$ cat config.mk
export PLATFORM = sky130hd
export DESIGN_NAME = beep_burst_pattern_timer
export DESIGN_NICKNAME = d
export VERILOG_FILES = /design/src/sv/bbpt_pkg.sv /design/src/sv/bbpt_regs.sv /design/src/sv/bbpt_core.sv /design/src/sv/bbpt_out.sv /design/src/sv/beep_burst_pattern_timer.sv
export SDC_FILE = /design/constraint.sdc
export NUM_CORES = 1
export LEC_CHECK = 0
export BUFFER_PORTS_ARGS = -buffer_cell sky130_fd_sc_hd__buf_2
export CAP_MARGIN = 20
export CORE_MARGIN = 2
export CORE_UTILIZATION = 55
export CTS_CLUSTER_SIZE = 16
export DETAILED_ROUTE_END_ITERATION = 16
export PLACE_DENSITY = 0.83
export SLEW_MARGIN = 0
export SYNTH_ARGS = -nofsm -noshare
export SYNTH_HDL_FRONTEND = slang
export SYNTH_SLANG_ARGS = --single-unit
$ cat constraint.sdc
create_clock -name clk -period 4.2 [get_ports clk]
set_input_delay 0.63 -clock clk [delete_from_list [all_inputs] [get_ports clk]]
set_output_delay 0.63 -clock clk [all_outputs]
set_load 0.02 [all_outputs]
$ cat src/sv/bbpt_pkg.sv
// Shared types and reset constants for the beep burst pattern timer.
package bbpt_pkg;

  localparam int unsigned TickW  = 16;
  localparam int unsigned RepW   = 8;
  localparam int unsigned TotalW = 32;
  localparam int unsigned CfgW   = 16;
  localparam int unsigned AddrW  = 2;
  localparam int unsigned InW    = 8;
  localparam int unsigned OutW   = 40;

  typedef enum logic [1:0] {
    PH_IDLE  = 2'd0,
    PH_WAIT  = 2'd1,
    PH_BEEP  = 2'd2,
    PH_PAUSE = 2'd3
  } phase_t;

  typedef enum logic [AddrW-1:0] {
    REG_PERIOD   = 2'd0,
    REG_DURATION = 2'd1,
    REG_REPEAT   = 2'd2,
    REG_PAUSE    = 2'd3
  } reg_index_t;

  localparam logic [TickW-1:0] PeriodReset   = 16'd1000;
  localparam logic [TickW-1:0] DurationReset = 16'd250;
  localparam logic [RepW-1:0]  RepeatReset   = 8'd1;
  localparam logic [TickW-1:0] PauseReset    = 16'd0;

  typedef struct packed {
    logic [TickW-1:0] period_ticks;
    logic [TickW-1:0] duration_ticks;
    logic [RepW-1:0]  repeat_count;
    logic [TickW-1:0] pause_ticks;
  } cfg_t;

  typedef struct packed {
    phase_t            phase;
    logic [TotalW-1:0] beeps_done;
    logic              beep_on;
  } result_t;

endpackage

$ cat src/sv/bbpt_regs.sv
// Configuration register file of the beep burst pattern timer.
module bbpt_regs (
  input  logic                        clk,
  input  logic                        rst,
  input  logic                        cfg_we,
  input  logic [bbpt_pkg::AddrW-1:0]  cfg_addr,
  input  logic [bbpt_pkg::CfgW-1:0]   cfg_data,
  output bbpt_pkg::cfg_t              cfg
);
  import bbpt_pkg::*;

  always_ff @(posedge clk) begin
    if (rst) begin
      cfg.period_ticks   <= PeriodReset;
      cfg.duration_ticks <= DurationReset;
      cfg.repeat_count   <= RepeatReset;
      cfg.pause_ticks    <= PauseReset;
    end else if (cfg_we) begin
      case (reg_index_t'(cfg_addr))
        REG_PERIOD:   cfg.period_ticks   <= cfg_data;
        REG_DURATION: cfg.duration_ticks <= cfg_data;
        REG_REPEAT:   cfg.repeat_count   <= cfg_data[RepW-1:0];
        REG_PAUSE:    cfg.pause_ticks    <= cfg_data;
        default: ;
      endcase
    end
  end

endmodule

$ cat src/sv/bbpt_core.sv
// Phase sequencer: updates timer state once per accepted tick request.
module bbpt_core (
  input  logic              clk,
  input  logic              rst,
  input  logic              step,
  input  logic              active,
  input  logic              started,
  input  bbpt_pkg::cfg_t    cfg,
  output bbpt_pkg::result_t result
);
  import bbpt_pkg::*;

  phase_t            phase;
  phase_t            phase_next;
  logic [TickW-1:0]  tick;
  logic [TickW-1:0]  tick_next;
  logic [RepW-1:0]   rep;
  logic [RepW-1:0]   rep_next;
  logic [TotalW-1:0] total;
  logic [TotalW-1:0] total_next;

  logic              run;
  logic [TickW-1:0]  pause_len;
  logic [TickW:0]    tick_inc;
  logic              wait_done;
  logic              beep_done;
  logic              pause_done;
  phase_t            end_phase;

  always_comb begin
    run = active & started;
    // pause minus period, saturated at zero
    if (cfg.pause_ticks > cfg.period_ticks) begin
      pause_len = cfg.pause_ticks - cfg.period_ticks;
    end else begin
      pause_len = '0;
    end
    end_phase  = (pause_len != '0) ? PH_PAUSE : PH_IDLE;
    tick_inc   = {1'b0, tick} + {{TickW{1'b0}}, 1'b1};
    wait_done  = tick_inc >= {1'b0, cfg.period_ticks};
    beep_done  = tick_inc >= {1'b0, cfg.duration_ticks};
    pause_done = tick_inc >= {1'b0, pause_len};

    phase_next = phase;
    tick_next  = tick;
    rep_next   = rep;
    total_next = total;
    case (phase)
      PH_IDLE: begin
        if (run) begin
          rep_next   = '0;
          tick_next  = '0;
          phase_next = (cfg.repeat_count != '0) ? PH_WAIT : end_phase;
        end
      end
      PH_WAIT: begin
        if (!run) begin
          tick_next  = '0;
          phase_next = end_phase;
        end else if (wait_done) begin
          total_next = total + 1'b1;
          rep_next   = rep + 1'b1;
          tick_next  = '0;
          phase_next = PH_BEEP;
        end else begin
          tick_next = tick_inc[TickW-1:0];
        end
      end
      PH_BEEP: begin
        if (beep_done) begin
          tick_next  = '0;
          phase_next = (rep < cfg.repeat_count) ? PH_WAIT : end_phase;
        end else begin
          tick_next = tick_inc[TickW-1:0];
        end
      end
      PH_PAUSE: begin
        if (pause_done) begin
          tick_next  = '0;
          phase_next = PH_IDLE;
        end else begin
          tick_next = tick_inc[TickW-1:0];
        end
      end
      default: begin
        phase_next = PH_IDLE;
      end
    endcase

    result.phase      = phase_next;
    result.beeps_done = total_next;
    result.beep_on    = (phase_next == PH_BEEP) && (cfg.duration_ticks != '0);
  end

  always_ff @(posedge clk) begin
    if (rst) begin
      phase <= PH_IDLE;
      tick  <= '0;
      rep   <= '0;
      total <= '0;
    end else if (step) begin
      phase <= phase_next;
      tick  <= tick_next;
      rep   <= rep_next;
      total <= total_next;
    end
  end

endmodule

$ cat src/sv/bbpt_out.sv
// Result register with skid stage between the sequencer and the output stream.
module bbpt_out (
  input  logic              clk,
  input  logic              rst,
  input  logic              in_valid,
  input  bbpt_pkg::result_t in_data,
  output logic              in_ready,
  output logic              out_valid,
  input  logic              out_ready,
  output bbpt_pkg::result_t out_data
);
  import bbpt_pkg::*;

  logic    skid_valid;
  result_t skid_data;

  assign in_ready = !skid_valid;

  always_ff @(posedge clk) begin
    if (rst) begin
      out_valid  <= 1'b0;
      skid_valid <= 1'b0;
    end else if (!out_valid || out_ready) begin
      if (skid_valid) begin
        out_data   <= skid_data;
        out_valid  <= 1'b1;
        skid_valid <= 1'b0;
      end else begin
        out_valid <= in_valid;
        if (in_valid) begin
          out_data <= in_data;
        end
      end
    end else if (in_valid && in_ready) begin
      // hold the new result while the output stalls
      skid_data  <= in_data;
      skid_valid <= 1'b1;
    end
  end

endmodule

$ cat src/sv/beep_burst_pattern_timer.sv
// Beep burst pattern timer: one tick request in, one result out per tick.
// The result of a tick reaches m_tdata through the output register, or via the skid register when the output stalls.
// Throughput: one tick per cycle while s_tready is high, with one phase sequencer update per accepted tick.
// A two-entry output stage keeps s_tready high for one stalled result.
// Reset (rst, synchronous): idle phase, counters zero, registers to defaults.
module beep_burst_pattern_timer (
  input  logic                        clk,
  input  logic                        rst,
  input  logic                        s_tvalid,
  output logic                        s_tready,
  input  logic [bbpt_pkg::InW-1:0]    s_tdata,  // [0] active, [1] started, rest zero
  output logic                        m_tvalid,
  input  logic                        m_tready,
  output logic [bbpt_pkg::OutW-1:0]   m_tdata,  // [0] beep_on, [32:1] beeps_done,
                                                // [34:33] phase, rest zero
  input  logic                        cfg_we,
  input  logic [bbpt_pkg::AddrW-1:0]  cfg_addr,
  input  logic [bbpt_pkg::CfgW-1:0]   cfg_data
);
  import bbpt_pkg::*;

  cfg_t    cfg;
  result_t core_result;
  result_t out_result;
  logic    step;

  assign step = s_tvalid && s_tready;

  bbpt_regs u_regs (
    .clk      (clk),
    .rst      (rst),
    .cfg_we   (cfg_we),
    .cfg_addr (cfg_addr),
    .cfg_data (cfg_data),
    .cfg      (cfg)
  );

  bbpt_core u_core (
    .clk     (clk),
    .rst     (rst),
    .step    (step),
    .active  (s_tdata[0]),
    .started (s_tdata[1]),
    .cfg     (cfg),
    .result  (core_result)
  );

  bbpt_out u_out (
    .clk       (clk),
    .rst       (rst),
    .in_valid  (s_tvalid),
    .in_data   (core_result),
    .in_ready  (s_tready),
    .out_valid (m_tvalid),
    .out_ready (m_tready),
    .out_data  (out_result)
  );

  assign m_tdata = {5'b0, out_result.phase, out_result.beeps_done, out_result.beep_on};

endmodule
# == Yosys cells after proc, flatten, opt, wreduce, memory -nomap -nowiden ==
# Index checks and enable logic that the tools add are counted.
# word_totals
out_inout_bits,42
rom_bits,0
elab_cells,85
reg_bits,186
latchBits,0
inputBits,31
ram_bits,0
memories,0
# op_classes
bitwise_logic,3
div_mod_pow,0
n_mul,0
n_eq_ne,10
muxes,26
n_reduce_logical,21
n_lt_le_gt_ge,5
shift,0
add_sub_neg,4
# ops
operator,count
2-to-1 mux 16 bit,6
2-to-1 mux 32 bit,3
2-to-1 mux 35 bit,2
one-hot mux 16 bit (4 select lines),1
greater-or-equal comparator 17 x 16 -> 1 bit,3
adder 32 x 1 -> 32 bit (second input constant),1
nonzero test 16 bit,2
2-to-1 mux 8 bit,3
adder 16 x 1 -> 17 bit (second input constant),1
> comparator 16 bit,1
2-to-1 mux 2 bit,8
one-hot mux 8 bit (2 select lines),1
subtractor 16 bit,1
equality test 2 bit (second input constant),5
AND reduction 2 bit,5
adder 8 x 1 -> 8 bit (second input constant),1
less-than comparator 8 bit,1
one-hot mux 2 bit (4 select lines),1
nonzero test 8 bit,1
!= test 2 x 1 -> 1 bit (second input constant),3
AND reduction 3 bit,2
AND reduction 5 bit,1
equality test 2 x 1 -> 1 bit (second input constant),2
logical NOT 2 bit,2
other kinds (8),12

# == Longest topological paths before layout ==
# depth
word_depth,11
depth_mapped,21
depth_no_buf,19

# == Cells and area by module ==
# Synthesis repeated with hierarchy kept, for this count alone.
# unflattened
hier_cells,1094
area_unflattened_um2,10731.5
# by_module_without_submodules
mod,instances,seq_area_each_um2,cells_per_inst,area_per_inst_um2
bbpt_core,1,1161.1,753,5723.0
bbpt_out,1,2142.1,119,2692.6
bbpt_regs,1,1121.1,215,2268.4
beep_burst_pattern_timer,1,0.0,7,47.5

# == Least setup slack after synthesis ==
# Ideal clock, no wire load.
# synth_path
kind,register to register
startpoint,"register, netlist name u_regs.cfg[0]"
endpoint,register u_core.tick[0]
period_less_slack_ps,4301
setup_ps,86
t_arrival_ps,4215
path_slack_ps,-101
stages_incl_launch_ff,20
required_time_ps,4114
path_buffers,1
cell_sequence,dfxtp_1 > inv_1 > ha_1 > fa_1 > nand2b_1 > a21o_1 > nor2_1 > o2111ai_2 > nand2_1 > or3b_2 > ha_1 > and2_1 > a221oi_1 > nand4_1 > a21oi_1 > o21ai_0 > a311oi_1 > clkbuf_1 > nor2_1 > a211oi_1
# synth_via
elab_chain_len,5
word_cells_on_any_way,6
classes_between,add/sub (1); order compare (2); mux (3)
# synth_lines
element,line_no,rtl
subtractor 16 bit or > comparator 16 bit (tied branches),"bbpt_core.sv:34, bbpt_core.sv:33",
2-to-1 mux 16 bit (*),bbpt_core.sv:33,if (cfg.pause_ticks > cfg.period_ticks) begin
greater-or-equal comparator 17 x 16 -> 1 bit (*),bbpt_core.sv:42,"pause_done = tick_inc >= {1'b0, pause_len};"
2-to-1 mux 16 bit (*),bbpt_core.sv:78,if (pause_done) begin
one-hot mux 16 bit (4 select lines) (*),bbpt_core.sv:48,case (phase)
end signal: assignment,bbpt_core.sv:103,tick <= tick_next;
end: declaration,bbpt_core.sv:15,logic [TickW-1:0] tick;
# Every way passes the cells marked *; elsewhere a longest branch is shown, timed or not.
# A chain may end at the register's enable or synchronous reset.

# == Final worst setup path ==
# layout_path
startpoint,"register, netlist name u_regs.cfg[45]"
endpoint,register u_core.tick[7]
# layout_via
elab_chain_len,5
word_cells_on_any_way,9
classes_between,add/sub (1); order compare (3); mux (5)
# layout_lines
element,line_no
subtractor 16 bit or > comparator 16 bit (tied branches),"bbpt_core.sv:34, bbpt_core.sv:33"
2-to-1 mux 16 bit,bbpt_core.sv:33
greater-or-equal comparator 17 x 16 -> 1 bit,bbpt_core.sv:42
2-to-1 mux 16 bit,bbpt_core.sv:78
one-hot mux 16 bit (4 select lines) (*),bbpt_core.sv:48
# Marks and branches as above.

==> impl_metrics.yaml <==
clock_network:
  cts.root.buffer_cell: "sky130_fd_sc_hd__clkbuf_16"
  tritoncts_clock_tree: "built"
  cts-buffers-inserted: 17
  clkSlewWorstSetupHoldPaths_ps: 80
  cts.sink_count: 186
  cts.path.max_buffers: 2
  htree_num_levels: 4
  clock_latency_ps: 440
sta:
  slew_headroom_pct: 34.3
  worst-slew-pin-transition_ps: 983
  layout_worst_path_cycle_share_pct: 98.9
  achievable-frequency_mhz: 241
  unrepaired_setup_endpoints_after_global_routing: "true"
  hold_viol: 0
  fin_max_slew_vios: 0
  report.final.setup_viol: 0
  clock-skew-final_ps: 10.5
  setup_tns_ps: 0
  min_period_ps: 4150
  finalWorstSetupSlack_ps: 47.9
floorplan:
  floorplan.initialDensity_pct: 55.7
  fp-row-count: 50
  core_region_area_sq_um: 18600
  top_level_ports: 73
  dieHeight_um: 141
  die_area_sq_um: 20000
  die_width_um: 141
final_layout:
  nNetsFinal: 1348
  area_growth_syn_to_layout_pct: 17.6
  antenna_cells: 0
  utilization_pct: 65.5
  nFillCells: 1388
  fraction_of_layout_instances_using_a_drive_strength_above_1_pct: 21.6
place:
  place_ws_ps: -173
  gp_congestion: 0.959
  numPortBuffers: 61
  hpwl_um: 17600
yosys:
  postSynthAreaPerCell_sq_um: 9.11
  ys.flop_type: "sky130_fd_sc_hd__dfxtp_1"
  netlist_area_sq_um: 10400
  synth_async_sr_flop_share_pct: 0
  yosysWarningCount: 0
  cells_after_synth: 1141
  postSynthRegisterBits: 186
  netlist-cell-type-count: 74
  synth_sequential_area_ratio_pct: 42.6
  synth_enable_flop_cells: 70
worst_setup_path:
  cp-endpoint: "u_core.tick[7]$_SDFFE_PP0P_"
  r2r-start: "u_regs.cfg[45]$_SDFFE_PP1P_"
  timing.critical_path.slowest_stage_cell: "sky130_fd_sc_hd__a311oi_4"
  critical_path.max_fanout: 7
  critical_path.max_stage_delay_ps: 400
  worstSetupStartpointType: "flop"
  cp-startpoint: "u_regs.cfg[45]$_SDFFE_PP1P_"
  timing.critical_path.arrival_ps: 4510
  reg2reg_setup_slack_ps: 50
  worst_setup_end_kind: "flop"
  timing.critical_path.required_ps: 4550
  worst-r2r-cell-count: 18
  critical_path.cell_chain: "inv_2 -> ha_4 -> a21o_1 -> a31o_4 -> a221o_1 -> buf_4 -> o21a_1 -> or3b_4 -> ha_4 -> buf_6 -> a221oi_4 -> nand4_1 -> a21oi_2 -> o21ai_2 -> a311oi_4 -> buf_6 -> a31oi_4 -> a31oi_1"
  r2r-end: "u_core.tick[7]$_SDFFE_PP0P_"
  criticalPathCategory: "reg -> reg"
route:
  via_count: 8688
  via_per_inst: 5.83
  drt_drc_violations_left: 0
  routedWlPerCell_um: 16.9
  firstDrtPassIters: 7
  antenna_left: 0
  drt-initial-drc-count: 718
  totalWireLength_um: 25200
worst_hold_path:
  hp-class: "reg -> reg"
global_routing:
  pin_count_of_the_biggest_net_entering_global_routing: 51
  first_global_vias: 8086
  grt_pass1_wl_um: 39800
  overflow: 0
  use_met2_pct: 41.6
  globalRoute.busiestLayer: "met2"
  met1_usage_pct: 32.9
  grt_antenna_before_repair: 0
  global_route.usage.met3_pct: 3.98
  groute.usage.overall_pct: 24.8
pwr:
  power.total_uw: 4000
  p_leak_uw: 0.00503
  ir_worst_vdd_mv: 0.271
  power_per_cell_area_nw_per_um2: 328
job:
  drv.max_cap_violation_count: 0
status:
  run_status: "finished clean"
-- stage by stage --
step                      hold slack (ps)  std cells  instance area, sq um
final                                 457       1489                 12200
after global placement                442       1446                 11300
after global routing                  460       1489                 12200
after detailed placement              448       1446                 11300
after floorplan                       436       1145                 10400
after CTS                             449       1480                 11900
-- sequential cells by signal, summed over array words and instances (netlist names) --
register / count
u_out.out_valid: 1
u_core.total: 32
u_out.out_data: 35
u_core.rep: 8
u_out.skid_data: 35
u_core.tick: 16
u_out.skid_valid: 1
u_regs.cfg: 56
u_core.phase: 2
-- synth_stat cells (all sizes together), types with 2 or more instances --
library cell / count / area, sq um
nand2: 175 / 662
dfxtp: 116 / 2320
nor2: 94 / 353
a21oi: 91 / 455
ha: 74 / 926
edfxtp: 70 / 2100
inv: 52 / 195
nand3: 43 / 225
xor2: 43 / 377
xnor2: 41 / 374
clkbuf: 38 / 143
mux2: 34 / 383
o21ai: 26 / 130
a21o: 25 / 188
nand4: 23 / 144
buf: 20 / 114
and3: 17 / 108
nor3: 15 / 75.1
o211ai: 15 / 113
nand2b: 13 / 81.3
a31oi: 10 / 62.6
and2: 10 / 62.6
or3: 10 / 62.6
nor2b: 8 / 50.1
nor4: 8 / 50.1
a211oi: 6 / 50.1
a22oi: 6 / 45.0
and4: 6 / 52.6
o21a: 5 / 37.5
or2: 4 / 25.0
a311oi: 3 / 26.3
o41ai: 3 / 33.8
a2111oi: 2 / 36.3
a211o: 2 / 17.5
a32o: 2 / 20.0
a32oi: 2 / 17.5
nor3b: 2 / 15.0
o2111ai: 2 / 23.8
o311ai: 2 / 17.5
or3b: 2 / 17.5
-- worst max-delay path: cells and delay by family (launching register included) --
kind | cells | cell delay (ps)
compound gates | 10 | 2250
simple gates | 2 | 520
buf+inv | 4 | 530
flops | 1 | 320
fa+ha+maj | 2 | 430
-- cells by family (layout without fill, tap and decap cells) --
group / count (synthesis) / after routing / synth area share (%)
compound gates: 216 / 216 / 13.6
xor+xnor: 84 / 84 / 7.22
fa+ha+maj: 75 / 75 / 9.10
buf+inv: 111 / 221 / 4.38
flops: 186 / 186 / 42.6
mux: 35 / 35 / 3.78
other cells: 1 / 5 / 0.0361
simple gates: 433 / 433 / 19.3
-- placed cells by master, fill, tap and decap left out, types with 17 or more instances in the layout --
master	Yosys	final
sky130_fd_sc_hd__a21oi_1	91	89
sky130_fd_sc_hd__edfxtp_1	70	70
sky130_fd_sc_hd__xnor2_1	39	38
sky130_fd_sc_hd__nand4_1	23	23
sky130_fd_sc_hd__nand3_1	41	39
sky130_fd_sc_hd__ha_1	74	66
sky130_fd_sc_hd__dfxtp_1	116	108
sky130_fd_sc_hd__o21ai_0	23	20
sky130_fd_sc_hd__clkbuf_16	0	17
sky130_fd_sc_hd__xor2_1	43	42
sky130_fd_sc_hd__buf_4	5	68
sky130_fd_sc_hd__a21o_1	25	25
sky130_fd_sc_hd__mux2_2	34	34
sky130_fd_sc_hd__inv_1	51	48
sky130_fd_sc_hd__nor2_1	94	89
sky130_fd_sc_hd__buf_2	10	61
sky130_fd_sc_hd__nand2_1	173	172
-- where the power goes --
part	internal, uW	switching (uW)
clock network	799	774
registers	1910	26.9
logic	195	296
-- how the worst min path moves through the flow --
stage | from | endpoint | slack, ps | cells after the start
global route | cfg_data[12] | u_regs.cfg[52]$_SDFFE_PP0P_ | 460 | 3
CTS | cfg_data[14] | u_regs.cfg[54]$_SDFFE_PP0P_ | 450 | 3
global placement | u_regs.cfg[54]$_SDFFE_PP0P_ | u_regs.cfg[54]$_SDFFE_PP0P_ | 440 | 2
finish | u_regs.cfg[20]$_SDFFE_PP0P_ | u_regs.cfg[20]$_SDFFE_PP0P_ | 460 | 2
floorplan | u_regs.cfg[0]$_SDFFE_PP0P_ | u_regs.cfg[0]$_SDFFE_PP0P_ | 440 | 2
detailed placement | u_regs.cfg[51]$_SDFFE_PP0P_ | u_regs.cfg[51]$_SDFFE_PP0P_ | 450 | 2
-- cell type report --
class / instances / area [sq um] / share of cell area [%]
Multi-Input combinational cell: 848 / 5810 / 47.5
Sequential cell: 186 / 4430 / 36.3
Timing Repair Buffer: 136 / 898 / 7.35
Clock buffer: 17 / 425 / 3.48
Tap cell: 234 / 293 / 2.40
Inverter: 53 / 199 / 1.63
Clock inverter: 15 / 161 / 1.32
-- what timing repair did --
item / in CTS / in global routing
hold buffers: 0 / 0
setup buffers: 1 / 9
cloned: 1 / 0
pin swaps: 2 / 26
gates resized for setup: 7 / 55
setup endpoints to repair: 20 / 47
-- layer usage --
layer | wire length (um) | vias to the layer above
met5 | 0 | -
met3 | 1480 | 55
met2 | 12200 | 350
met4 | 677 | 0
li1 | - | 4229
met1 | 10800 | 4054
(Power assumes the default switching activity.)
